<file path="config.mk">
export PLATFORM = sky130hd
export DESIGN_NAME = led_ring_crossfade_sequencer
export DESIGN_NICKNAME = d
export VERILOG_FILES = /design/src/rtl/lrcs_pkg.sv /design/src/rtl/lrcs_ram.sv /design/src/rtl/lrcs_alu.sv /design/src/rtl/led_ring_crossfade_sequencer.sv
export SDC_FILE = /design/constraint.sdc
export NUM_CORES = 1
export LEC_CHECK = 0
export ABC_CLOCK_PERIOD_IN_PS = 6350
export BUFFER_PORTS_ARGS = -buffer_cell sky130_fd_sc_hd__buf_2
export CAP_MARGIN = 10
export CORE_ASPECT_RATIO = 0.8
export CORE_UTILIZATION = 30
export DETAILED_ROUTE_END_ITERATION = 7
export PLACE_DENSITY_LB_ADDON = 0.25
export SYNTH_ARGS = -nofsm -noshare
export SYNTH_HDL_FRONTEND = slang
export SYNTH_HIERARCHICAL = 1
export SYNTH_SLANG_ARGS = --single-unit
</file>
<file path="constraint.sdc">
create_clock -name clock -period 6.35 [get_ports clock]
set_input_delay 0.3175 -clock clock [delete_from_list [all_inputs] [get_ports clock]]
set_output_delay 0.3175 -clock clock [all_outputs]
set_load 0.01 [all_outputs]
</file>
<file path="src/rtl/lrcs_pkg.sv">
// ----------------------------------------------------------------------------
// lrcs_pkg
// Shared types and constants of the LED ring cross-fade sequencer.
// ----------------------------------------------------------------------------
package lrcs_pkg;

   localparam int LedCountDefault = 16;
   localparam int LevelW          = 8;
   localparam int LedW            = 4;
   localparam int OpW             = 2;
   localparam int CsrIndexW       = 1;

   localparam logic [LevelW-1:0] StepSizeReset = 8'd6;
   localparam logic [LevelW-1:0] MaxLevelReset = 8'd255;

   localparam logic [CsrIndexW-1:0] CSR_STEP_SIZE = 1'b0;
   localparam logic [CsrIndexW-1:0] CSR_MAX_LEVEL = 1'b1;

   typedef enum logic [OpW-1:0] {
      OP_TICK   = 2'd0,
      OP_ATTACH = 2'd1,
      OP_DETACH = 2'd2
   } op_type;

   typedef enum logic {
      ALU_FALL = 1'b0,
      ALU_RISE = 1'b1
   } alu_mode_type;

   typedef struct packed {
      logic [LevelW-1:0] level;
      logic              done;
   } alu_res_type;

endpackage

</file>
<file path="src/rtl/lrcs_ram.sv">
// ----------------------------------------------------------------------------
// lrcs_ram
// Generic single-write, single-read RAM with registered read data.
// ----------------------------------------------------------------------------
module lrcs_ram #(
   parameter int WIDTH = 8,
   parameter int DEPTH = 16
) (
   input  logic                     clock,
   input  logic                     write_enable,
   input  logic [$clog2(DEPTH)-1:0] write_addr,
   input  logic [WIDTH-1:0]         write_data,
   input  logic [$clog2(DEPTH)-1:0] read_addr,
   output logic [WIDTH-1:0]         read_data
);

   logic [WIDTH-1:0] mem_ff [DEPTH];
   logic [WIDTH-1:0] read_data_ff;

   always_ff @(posedge clock) begin
      if (write_enable) begin
         mem_ff[write_addr] <= write_data;
      end
      read_data_ff <= mem_ff[read_addr];
   end

   assign read_data = read_data_ff;

endmodule

</file>
<file path="src/rtl/lrcs_alu.sv">
// ----------------------------------------------------------------------------
// lrcs_alu
// Shared level unit: one adder serves the falling subtract with floor at zero
// and the rising add with clamp at the maximum level.
// ----------------------------------------------------------------------------
module lrcs_alu (
   input  lrcs_pkg::alu_mode_type       mode,
   input  logic [lrcs_pkg::LevelW-1:0]  cur_level,
   input  logic [lrcs_pkg::LevelW-1:0]  step_size,
   input  logic [lrcs_pkg::LevelW-1:0]  max_level,
   output lrcs_pkg::alu_res_type        res
);

   import lrcs_pkg::*;

   logic [LevelW-1:0] operand_b;
   logic              carry_in;
   logic [LevelW:0]   sum;
   logic              above_step;
   logic              above_max;

   always_comb begin
      operand_b  = (mode == ALU_RISE) ? step_size : ~step_size;
      carry_in   = (mode == ALU_RISE) ? 1'b0 : 1'b1;
      sum        = {1'b0, cur_level} + {1'b0, operand_b} + {{LevelW{1'b0}}, carry_in};
      above_step = sum[LevelW] && (sum[LevelW-1:0] != '0);
      above_max  = sum > {1'b0, max_level};
      if (mode == ALU_RISE) begin
         res.done  = above_max;
         res.level = above_max ? max_level : sum[LevelW-1:0];
      end else begin
         res.done  = !above_step;
         res.level = above_step ? sum[LevelW-1:0] : '0;
      end
   end

endmodule

</file>
<file path="src/rtl/led_ring_crossfade_sequencer.sv">
// ----------------------------------------------------------------------------
// led_ring_crossfade_sequencer
// Cross-fades the attached LEDs of a ring: one falling and one rising slot,
// per-LED levels in a RAM, a shared level unit and a ring scanner.
//
//   channel  dir  handshake              payload
//   req      in   req_valid/req_stall    req_operation, req_led_index
//   rsp      out  rsp_valid/rsp_stall    rsp_led_number, rsp_level, rsp_last
//   csr      in   csr_write              csr_index, csr_data
//
// One request at a time. Attach is handled in the idle state; detach may add a
// ring scan over up to LED_COUNT LEDs. A tick reads and then writes each active
// slot (RAM read, then level unit and write), then updates the slots, plus a
// ring scan over up to LED_COUNT LEDs when both slots finish.
// Reset clears all levels, members and slots at once through valid flags.
// A stalled response holds the sequencer in its write state.
// ----------------------------------------------------------------------------
module led_ring_crossfade_sequencer #(
   parameter int LED_COUNT = lrcs_pkg::LedCountDefault
) (
   input  logic                           clock,
   input  logic                           reset,
   input  logic                           req_valid,
   output logic                           req_stall,
   input  logic [lrcs_pkg::OpW-1:0]       req_operation,
   input  logic [lrcs_pkg::LedW-1:0]      req_led_index,
   output logic                           rsp_valid,
   input  logic                           rsp_stall,
   output logic [lrcs_pkg::LedW-1:0]      rsp_led_number,
   output logic [lrcs_pkg::LevelW-1:0]    rsp_level,
   output logic                           rsp_last,
   input  logic                           csr_write,
   input  logic [lrcs_pkg::CsrIndexW-1:0] csr_index,
   input  logic [lrcs_pkg::LevelW-1:0]    csr_data
);

   import lrcs_pkg::*;

   localparam int IdxW = $clog2(LED_COUNT);
   localparam int CntW = $clog2(LED_COUNT + 1);

   typedef enum logic [6:0] {
      ST_IDLE = 7'b0000001,
      ST_RD_F = 7'b0000010,
      ST_WR_F = 7'b0000100,
      ST_RD_R = 7'b0001000,
      ST_WR_R = 7'b0010000,
      ST_FIN  = 7'b0100000,
      ST_SCAN = 7'b1000000
   } state_type;

   state_type             state_ff, state_in;
   logic [LevelW-1:0]     step_size_ff, step_size_in;
   logic [LevelW-1:0]     max_level_ff, max_level_in;
   logic [LED_COUNT-1:0]  members_ff, members_in;
   logic [LED_COUNT-1:0]  lvl_valid_ff, lvl_valid_in;
   logic                  falling_valid_ff, falling_valid_in;
   logic [IdxW-1:0]       falling_led_ff, falling_led_in;
   logic                  rising_valid_ff, rising_valid_in;
   logic [IdxW-1:0]       rising_led_ff, rising_led_in;
   logic                  done_f_ff, done_f_in;
   logic                  done_r_ff, done_r_in;
   logic [IdxW-1:0]       scan_ptr_ff, scan_ptr_in;
   logic [CntW-1:0]       scan_cnt_ff, scan_cnt_in;
   logic [IdxW-1:0]       scan_base_ff, scan_base_in;
   logic                  scan_rise_ff, scan_rise_in;
   logic                  rsp_valid_ff, rsp_valid_in;
   logic [LedW-1:0]       rsp_led_ff, rsp_led_in;
   logic [LevelW-1:0]     rsp_level_ff, rsp_level_in;
   logic                  rsp_last_ff, rsp_last_in;

   logic                  ram_we;
   logic [IdxW-1:0]       rd_led;
   logic [LevelW-1:0]     ram_rdata;
   logic [LevelW-1:0]     cur_level;
   alu_mode_type          alu_mode;
   alu_res_type           alu_res;
   logic                  out_free;
   logic [IdxW-1:0]       idx_led;
   logic                  idx_ok;

   function automatic logic [IdxW-1:0] ring_inc(input logic [IdxW-1:0] p);
      ring_inc = (p == IdxW'(LED_COUNT - 1)) ? '0 : p + 1'b1;
   endfunction

   lrcs_ram #(
      .WIDTH (LevelW),
      .DEPTH (LED_COUNT)
   ) u_levels (
      .clock        (clock),
      .write_enable (ram_we),
      .write_addr   (rd_led),
      .write_data   (alu_res.level),
      .read_addr    (rd_led),
      .read_data    (ram_rdata)
   );

   lrcs_alu u_alu (
      .mode      (alu_mode),
      .cur_level (cur_level),
      .step_size (step_size_ff),
      .max_level (max_level_ff),
      .res       (alu_res)
   );

   assign rd_led    = (state_ff == ST_RD_R || state_ff == ST_WR_R) ? rising_led_ff
                                                                   : falling_led_ff;
   assign cur_level = lvl_valid_ff[rd_led] ? ram_rdata : '0;
   assign alu_mode  = (state_ff == ST_WR_R) ? ALU_RISE : ALU_FALL;
   assign out_free  = !rsp_valid_ff || !rsp_stall;
   assign idx_led   = IdxW'(req_led_index);
   assign idx_ok    = int'(req_led_index) < LED_COUNT;

   always_comb begin
      state_in         = state_ff;
      step_size_in     = step_size_ff;
      max_level_in     = max_level_ff;
      members_in       = members_ff;
      lvl_valid_in     = lvl_valid_ff;
      falling_valid_in = falling_valid_ff;
      falling_led_in   = falling_led_ff;
      rising_valid_in  = rising_valid_ff;
      rising_led_in    = rising_led_ff;
      done_f_in        = done_f_ff;
      done_r_in        = done_r_ff;
      scan_ptr_in      = scan_ptr_ff;
      scan_cnt_in      = scan_cnt_ff;
      scan_base_in     = scan_base_ff;
      scan_rise_in     = scan_rise_ff;
      rsp_valid_in     = rsp_valid_ff;
      rsp_led_in       = rsp_led_ff;
      rsp_level_in     = rsp_level_ff;
      rsp_last_in      = rsp_last_ff;
      ram_we           = 1'b0;

      if (rsp_valid_ff && !rsp_stall) begin
         rsp_valid_in = 1'b0;
      end

      if (csr_write) begin
         unique case (csr_index)
            CSR_STEP_SIZE: step_size_in = csr_data;
            CSR_MAX_LEVEL: max_level_in = csr_data;
            default: ;
         endcase
      end

      unique case (state_ff)
         ST_IDLE: begin
            if (req_valid) begin
               unique case (op_type'(req_operation))
                  OP_TICK: begin
                     if (falling_valid_ff || rising_valid_ff) begin
                        done_f_in = 1'b0;
                        done_r_in = 1'b0;
                        state_in  = falling_valid_ff ? ST_RD_F : ST_RD_R;
                     end
                  end
                  OP_ATTACH: begin
                     if (idx_ok && !members_ff[idx_led]) begin
                        members_in[idx_led] = 1'b1;
                        if (!falling_valid_ff) begin
                           falling_led_in   = idx_led;
                           falling_valid_in = 1'b1;
                        end else if (!rising_valid_ff) begin
                           rising_led_in   = idx_led;
                           rising_valid_in = 1'b1;
                        end
                     end
                  end
                  OP_DETACH: begin
                     if (idx_ok && members_ff[idx_led]) begin
                        members_in[idx_led] = 1'b0;
                        if (rising_valid_ff && rising_led_ff == idx_led) begin
                           rising_valid_in = 1'b0;
                           if (falling_valid_ff) begin
                              scan_base_in = falling_led_ff;
                              scan_rise_in = 1'b1;
                              scan_ptr_in  = members_ff[falling_led_ff]
                                             ? ring_inc(falling_led_ff) : '0;
                              scan_cnt_in  = CntW'(LED_COUNT);
                              state_in     = ST_SCAN;
                           end
                        end else if (falling_valid_ff && falling_led_ff == idx_led) begin
                           falling_valid_in = 1'b0;
                           if (rising_valid_ff) begin
                              scan_base_in = rising_led_ff;
                              scan_rise_in = 1'b0;
                              scan_ptr_in  = members_ff[rising_led_ff]
                                             ? ring_inc(rising_led_ff) : '0;
                              scan_cnt_in  = CntW'(LED_COUNT);
                              state_in     = ST_SCAN;
                           end
                        end
                     end
                  end
                  default: ;
               endcase
            end
         end
         ST_RD_F: state_in = ST_WR_F;
         ST_WR_F: begin
            if (out_free) begin
               ram_we               = 1'b1;
               lvl_valid_in[rd_led] = 1'b1;
               done_f_in            = alu_res.done;
               rsp_valid_in         = 1'b1;
               rsp_led_in           = LedW'(falling_led_ff);
               rsp_level_in         = alu_res.level;
               rsp_last_in          = !rising_valid_ff;
               state_in             = rising_valid_ff ? ST_RD_R : ST_FIN;
            end
         end
         ST_RD_R: state_in = ST_WR_R;
         ST_WR_R: begin
            if (out_free) begin
               ram_we               = 1'b1;
               lvl_valid_in[rd_led] = 1'b1;
               done_r_in            = alu_res.done;
               rsp_valid_in         = 1'b1;
               rsp_led_in           = LedW'(rising_led_ff);
               rsp_level_in         = alu_res.level;
               rsp_last_in          = 1'b1;
               state_in             = ST_FIN;
            end
         end
         ST_FIN: begin
            state_in = ST_IDLE;
            if (done_f_ff && !rising_valid_ff) begin
               rising_led_in    = falling_led_ff;
               rising_valid_in  = 1'b1;
               falling_valid_in = 1'b0;
            end else if (done_r_ff && !falling_valid_ff) begin
               falling_led_in   = rising_led_ff;
               falling_valid_in = 1'b1;
               rising_valid_in  = 1'b0;
            end else if (done_f_ff && done_r_ff) begin
               falling_led_in   = rising_led_ff;
               falling_valid_in = 1'b1;
               rising_valid_in  = 1'b0;
               scan_base_in     = rising_led_ff;
               scan_rise_in     = 1'b1;
               scan_ptr_in      = members_ff[rising_led_ff] ? ring_inc(rising_led_ff) : '0;
               scan_cnt_in      = CntW'(LED_COUNT);
               state_in         = ST_SCAN;
            end
         end
         ST_SCAN: begin
            if (members_ff[scan_ptr_ff]) begin
               state_in = ST_IDLE;
               if (scan_ptr_ff != scan_base_ff) begin
                  if (scan_rise_ff) begin
                     rising_led_in   = scan_ptr_ff;
                     rising_valid_in = 1'b1;
                  end else begin
                     falling_led_in   = scan_ptr_ff;
                     falling_valid_in = 1'b1;
                  end
               end
            end else if (scan_cnt_ff == CntW'(1)) begin
               state_in = ST_IDLE;
            end else begin
               scan_ptr_in = ring_inc(scan_ptr_ff);
               scan_cnt_in = scan_cnt_ff - 1'b1;
            end
         end
         default: state_in = ST_IDLE;
      endcase
   end

   always_ff @(posedge clock) begin
      if (reset) begin
         state_ff         <= ST_IDLE;
         step_size_ff     <= StepSizeReset;
         max_level_ff     <= MaxLevelReset;
         members_ff       <= '0;
         lvl_valid_ff     <= '0;
         falling_valid_ff <= 1'b0;
         falling_led_ff   <= '0;
         rising_valid_ff  <= 1'b0;
         rising_led_ff    <= '0;
         done_f_ff        <= 1'b0;
         done_r_ff        <= 1'b0;
         scan_cnt_ff      <= '0;
         rsp_valid_ff     <= 1'b0;
      end else begin
         state_ff         <= state_in;
         step_size_ff     <= step_size_in;
         max_level_ff     <= max_level_in;
         members_ff       <= members_in;
         lvl_valid_ff     <= lvl_valid_in;
         falling_valid_ff <= falling_valid_in;
         falling_led_ff   <= falling_led_in;
         rising_valid_ff  <= rising_valid_in;
         rising_led_ff    <= rising_led_in;
         done_f_ff        <= done_f_in;
         done_r_ff        <= done_r_in;
         scan_cnt_ff      <= scan_cnt_in;
         rsp_valid_ff     <= rsp_valid_in;
      end
      scan_ptr_ff  <= scan_ptr_in;
      scan_base_ff <= scan_base_in;
      scan_rise_ff <= scan_rise_in;
      rsp_led_ff   <= rsp_led_in;
      rsp_level_ff <= rsp_level_in;
      rsp_last_ff  <= rsp_last_in;
   end

   assign req_stall      = (state_ff != ST_IDLE);
   assign rsp_valid      = rsp_valid_ff;
   assign rsp_led_number = rsp_led_ff;
   assign rsp_level      = rsp_level_ff;
   assign rsp_last       = rsp_last_ff;

   a_slots_distinct: assert property (@(posedge clock) disable iff (reset)
      falling_valid_ff && rising_valid_ff |-> falling_led_ff != rising_led_ff)
      else $error("falling and rising slots hold the same LED");

   a_falling_member: assert property (@(posedge clock) disable iff (reset)
      falling_valid_ff |-> members_ff[falling_led_ff])
      else $error("falling slot holds a detached LED");

   a_rising_member: assert property (@(posedge clock) disable iff (reset)
      rising_valid_ff |-> members_ff[rising_led_ff])
      else $error("rising slot holds a detached LED");

   a_scan_bounded: assert property (@(posedge clock) disable iff (reset)
      state_ff == ST_SCAN |-> scan_cnt_ff != '0)
      else $error("ring scan ran past its step count");

endmodule

</file>
==> reports/results.txt <==
Status: complete, no violations
Critical Path AT: 6290 ps
Drt total wl: 32600 µm
Net Sw Frac: 0.257
Nets@finish: 1096
Initial core utilization: 0.304
Post-synth top flop: edfxtp_1
Critical Path Start: state_ff[6]$_SDFFE_PP0P_
Ys async rst share: 0
Clk slew on worst S/H paths: 60 ps
NetSw: 0.939 mW
Port Buffers: 34
Synth cell types: 83
CTS HTree Levels: 1
Yosys top cell area share: 0.377
Die area: 40700 µm²
Cell taking the most area after synthesis: edfxtp_1
Least-Margin Pin Slew: 1150 ps
Post-detail-place hpwl: 22200 µm
Largest net degree at the start of global routing: 83
Fill cells: 3904
Placer Congestion: 0.875
Number of flops mapped to enable cells by yosys: 150
Post-route ant nets: 0
Post-synthesis register bit count: 231
Crit path capture type: flop
Drc violations: 0
Avg WL per Cell: 20.3 µm
Clock skew: 23.7 ps
Mapped Cells: 1023
Max clock buf depth: 3
Hold_ws: 14.8 ps
Seq/Total Area, Yosys: 0.512
Max Cap Violations: 0
CP required: 6740 ps
I/O pin total: 35
Initial antenna violation count: 0
Most frequent cell after synthesis: edfxtp_1
CTS buffer count: 26
Normalized max-slew margin: 0.231
Power Internal: 2.71 mW
Combinational Power Share: 0.124
Number of synthesis warnings: 6
First-pass GRT wire length: 50600 µm
Area grow syn2layout: 15.2%
Vias in the first global route: 8225
Number of clock sinks: 231
Commonest cells in the netlist: 150 x edfxtp_1, 81 x dfxtp_1, 78 x nor2_1
Setup CP Type: reg2reg
Core Util, Final: 0.350
Global route overflow: 0
GRT Total Usage: 0.161
DIE WIDTH: 225 µm
Clock period minus worst slack: 5900 ps
Syn Nets: 1063
CTS root buf: clkbuf_16
Clock network power share: 0.426
Core area: 39400 µm²
Diodes inserted: 0
CP Launch Type: flop
CTS tree: yes
Synthesized area: 12000 µm²
Min-delay src: csr_data[1]
Peak supply drop: 181 µV
Initial DRC Count: 734
Worst-Skew Late Latency: 570 ps
Fmax: 0.169 GHz
Worst min-delay path category: in2reg
PwrDens: 265 nW/µm²
TritonRoute pass-1 iters: 5
Die Height: 181 µm
Final Hold Fails: 0
Max FO, Critical Path: 10
Number of core rows: 65
Via-to-Cell Ratio: 5.25
Reg power frac: 0.450
Synth area leaders: edfxtp_1 38%, dfxtp_1 14%, mux4_2 6.2%
Syn Area/Cell: 11.7 µm²
Fraction of layout cells with a size suffix above 1: 0.167
Fin crit share: 0.929
RSZ-0062 raised after global routing: no
Setup Viol. Count Final: 0
Vias: 8462
Leakage: 4.91 nW
Final Max Slew Viols: 0
RR Startpoint: state_ff[6]$_SDFFE_PP0P_
==> through the flow <==
| step | setup WS (ps) | area, µm² | cells | setup TNS, ps | power [mW] |
|---|---|---|---|---|---|
| after CTS | 87.2 | 13700 | 1610 | 0 | 3.67 |
| after global placement | 75.8 | 12800 | 1562 | 0 | 2.11 |
| after global routing | 21.3 | 13800 | 1611 | 0 | 3.80 |
| final | 449 | 13800 | 1611 | 0 | 3.65 |
| after detailed placement | -86.1 | 12800 | 1562 | -2890 | 2.11 |
| after floorplan | 216 | 12000 | 1023 | 0 | 1.98 |
==> cells by family (layout without fill, tap and decap cells) <==
group | count (synthesis) | in the layout | share of synthesized area
simple gates | 326 | 326 | 0.141
flops | 231 | 231 | 0.512
compound gates | 219 | 219 | 0.131
buf+inv | 106 | 158 | 0.0391
mux | 90 | 90 | 0.130
xor+xnor | 31 | 31 | 0.0245
fa+ha+maj | 20 | 20 | 0.0216
==> routing by layer <==
metal  global-route usage  up-vias  wire, µm
met1                0.254     4164     16400
met5                    0        -         0
li1                     -     3986         -
met4               0.0354        0       545
met3               0.0274       36      2110
met2                0.225      276     13500
==> state kept, by name, indices dropped and copies added, names as in the netlist, 5 cells and up, named ones only <==
| name | count |
|---|---|
| u_levels/mem_ff | 128 |
| rsp_level | 8 |
| max_level_ff | 8 |
| state_ff | 7 |
| scan_cnt_ff | 5 |
| u_levels/read_data | 8 |
| lvl_valid_ff | 16 |
| step_size_ff | 8 |
==> critical path, cell delays in order (launching register included) <==
cell and delay, ps:
dfxtp_1 300, or4_1 590, nor3_4 290, mux2i_1 310, clkinv_2 130, mux2i_1 130
a22o_1 280, a31oi_4 160, nor2b_1 90, nand2b_1 170, and2_1 170, fa_1 440
a21o_1 230, a21oi_1 190, xnor2_1 170, ha_1 290, nand4_1 110, nor2_1 50
a211oi_1 360, nor3b_4 90, o21ai_4 440, a21oi_1 260, and3_1 220, o21ai_0 170
a21oi_1 90
==> power by group through the flow <==
stage | Combinational [mW] | Clock, mW | Sequential [mW]
after global routing | 0.497 | 1.65 | 1.64
after CTS | 0.439 | 1.59 | 1.64
final | 0.452 | 1.55 | 1.64
after global placement | 0.435 | 0 | 1.67
after detailed placement | 0.435 | 0 | 1.67
after floorplan | 0.325 | 0 | 1.66
==> worst paths after layout <==
check             depth (start not counted)                           end  slack, ps
setup reg to reg                         24        done_r_ff$_SDFFE_PP0P_        450
hold / removal                            3  step_size_ff[1]$_SDFFE_PP1P_         10
setup / recovery                         24        done_r_ff$_SDFFE_PP0P_        450
hold reg to reg                           1  max_level_ff[2]$_SDFFE_PP1P_        470
==> layout by cell type, fill, tap and decap left out, types with 5 or more instances in the layout <==
master	Yosys	routed
edfxtp_1	150	150
or3_1	9	9
o21ai_0	25	25
a311oi_1	15	15
nand3b_1	6	6
xnor2_1	12	12
nor2_1	78	78
nand4_1	7	7
nand2_1	75	75
a31oi_1	13	13
mux4_1	14	14
clkbuf_16	0	26
inv_1	34	34
mux2i_1	32	32
a22oi_1	21	21
and2_1	12	12
clkbuf_1	41	6
a41oi_1	5	5
mux4_2	33	33
and3_1	15	15
nand3_1	15	15
nor4_1	13	13
buf_2	12	34
ha_1	19	19
a32oi_1	5	5
mux2_2	7	7
a21oi_1	55	55
buf_4	3	37
dfxtp_1	81	81
a211o_1	11	11
o22ai_1	10	7
o22a_1	8	8
xor2_1	17	17
clkinv_1	2	7
o31ai_1	5	5
nor3_1	32	30
nand2b_1	24	24
nor2b_1	20	20
==> cell type report <==
cell class	count	area (µm²)	share of cell area
clock buffers	33	687	0.0499
clock inverters	14	195	0.0142
inverters	38	145	0.0105
multi-input cells	686	5480	0.397
flip-flops and latches	231	6130	0.445
well taps	536	671	0.0487
repair buffers	73	478	0.0347
==> timing repair <==
action                                  in CTS  in global routing
buffers inserted                             0                  1
pin swaps                                    0                  2
endpoints found under the hold margin        1                  0
endpoints found under the setup margin      55                119
cloned                                       0                  0
resized for setup                            4                  7
hold buffers                                 1                  0
(Power assumes the default switching activity.)
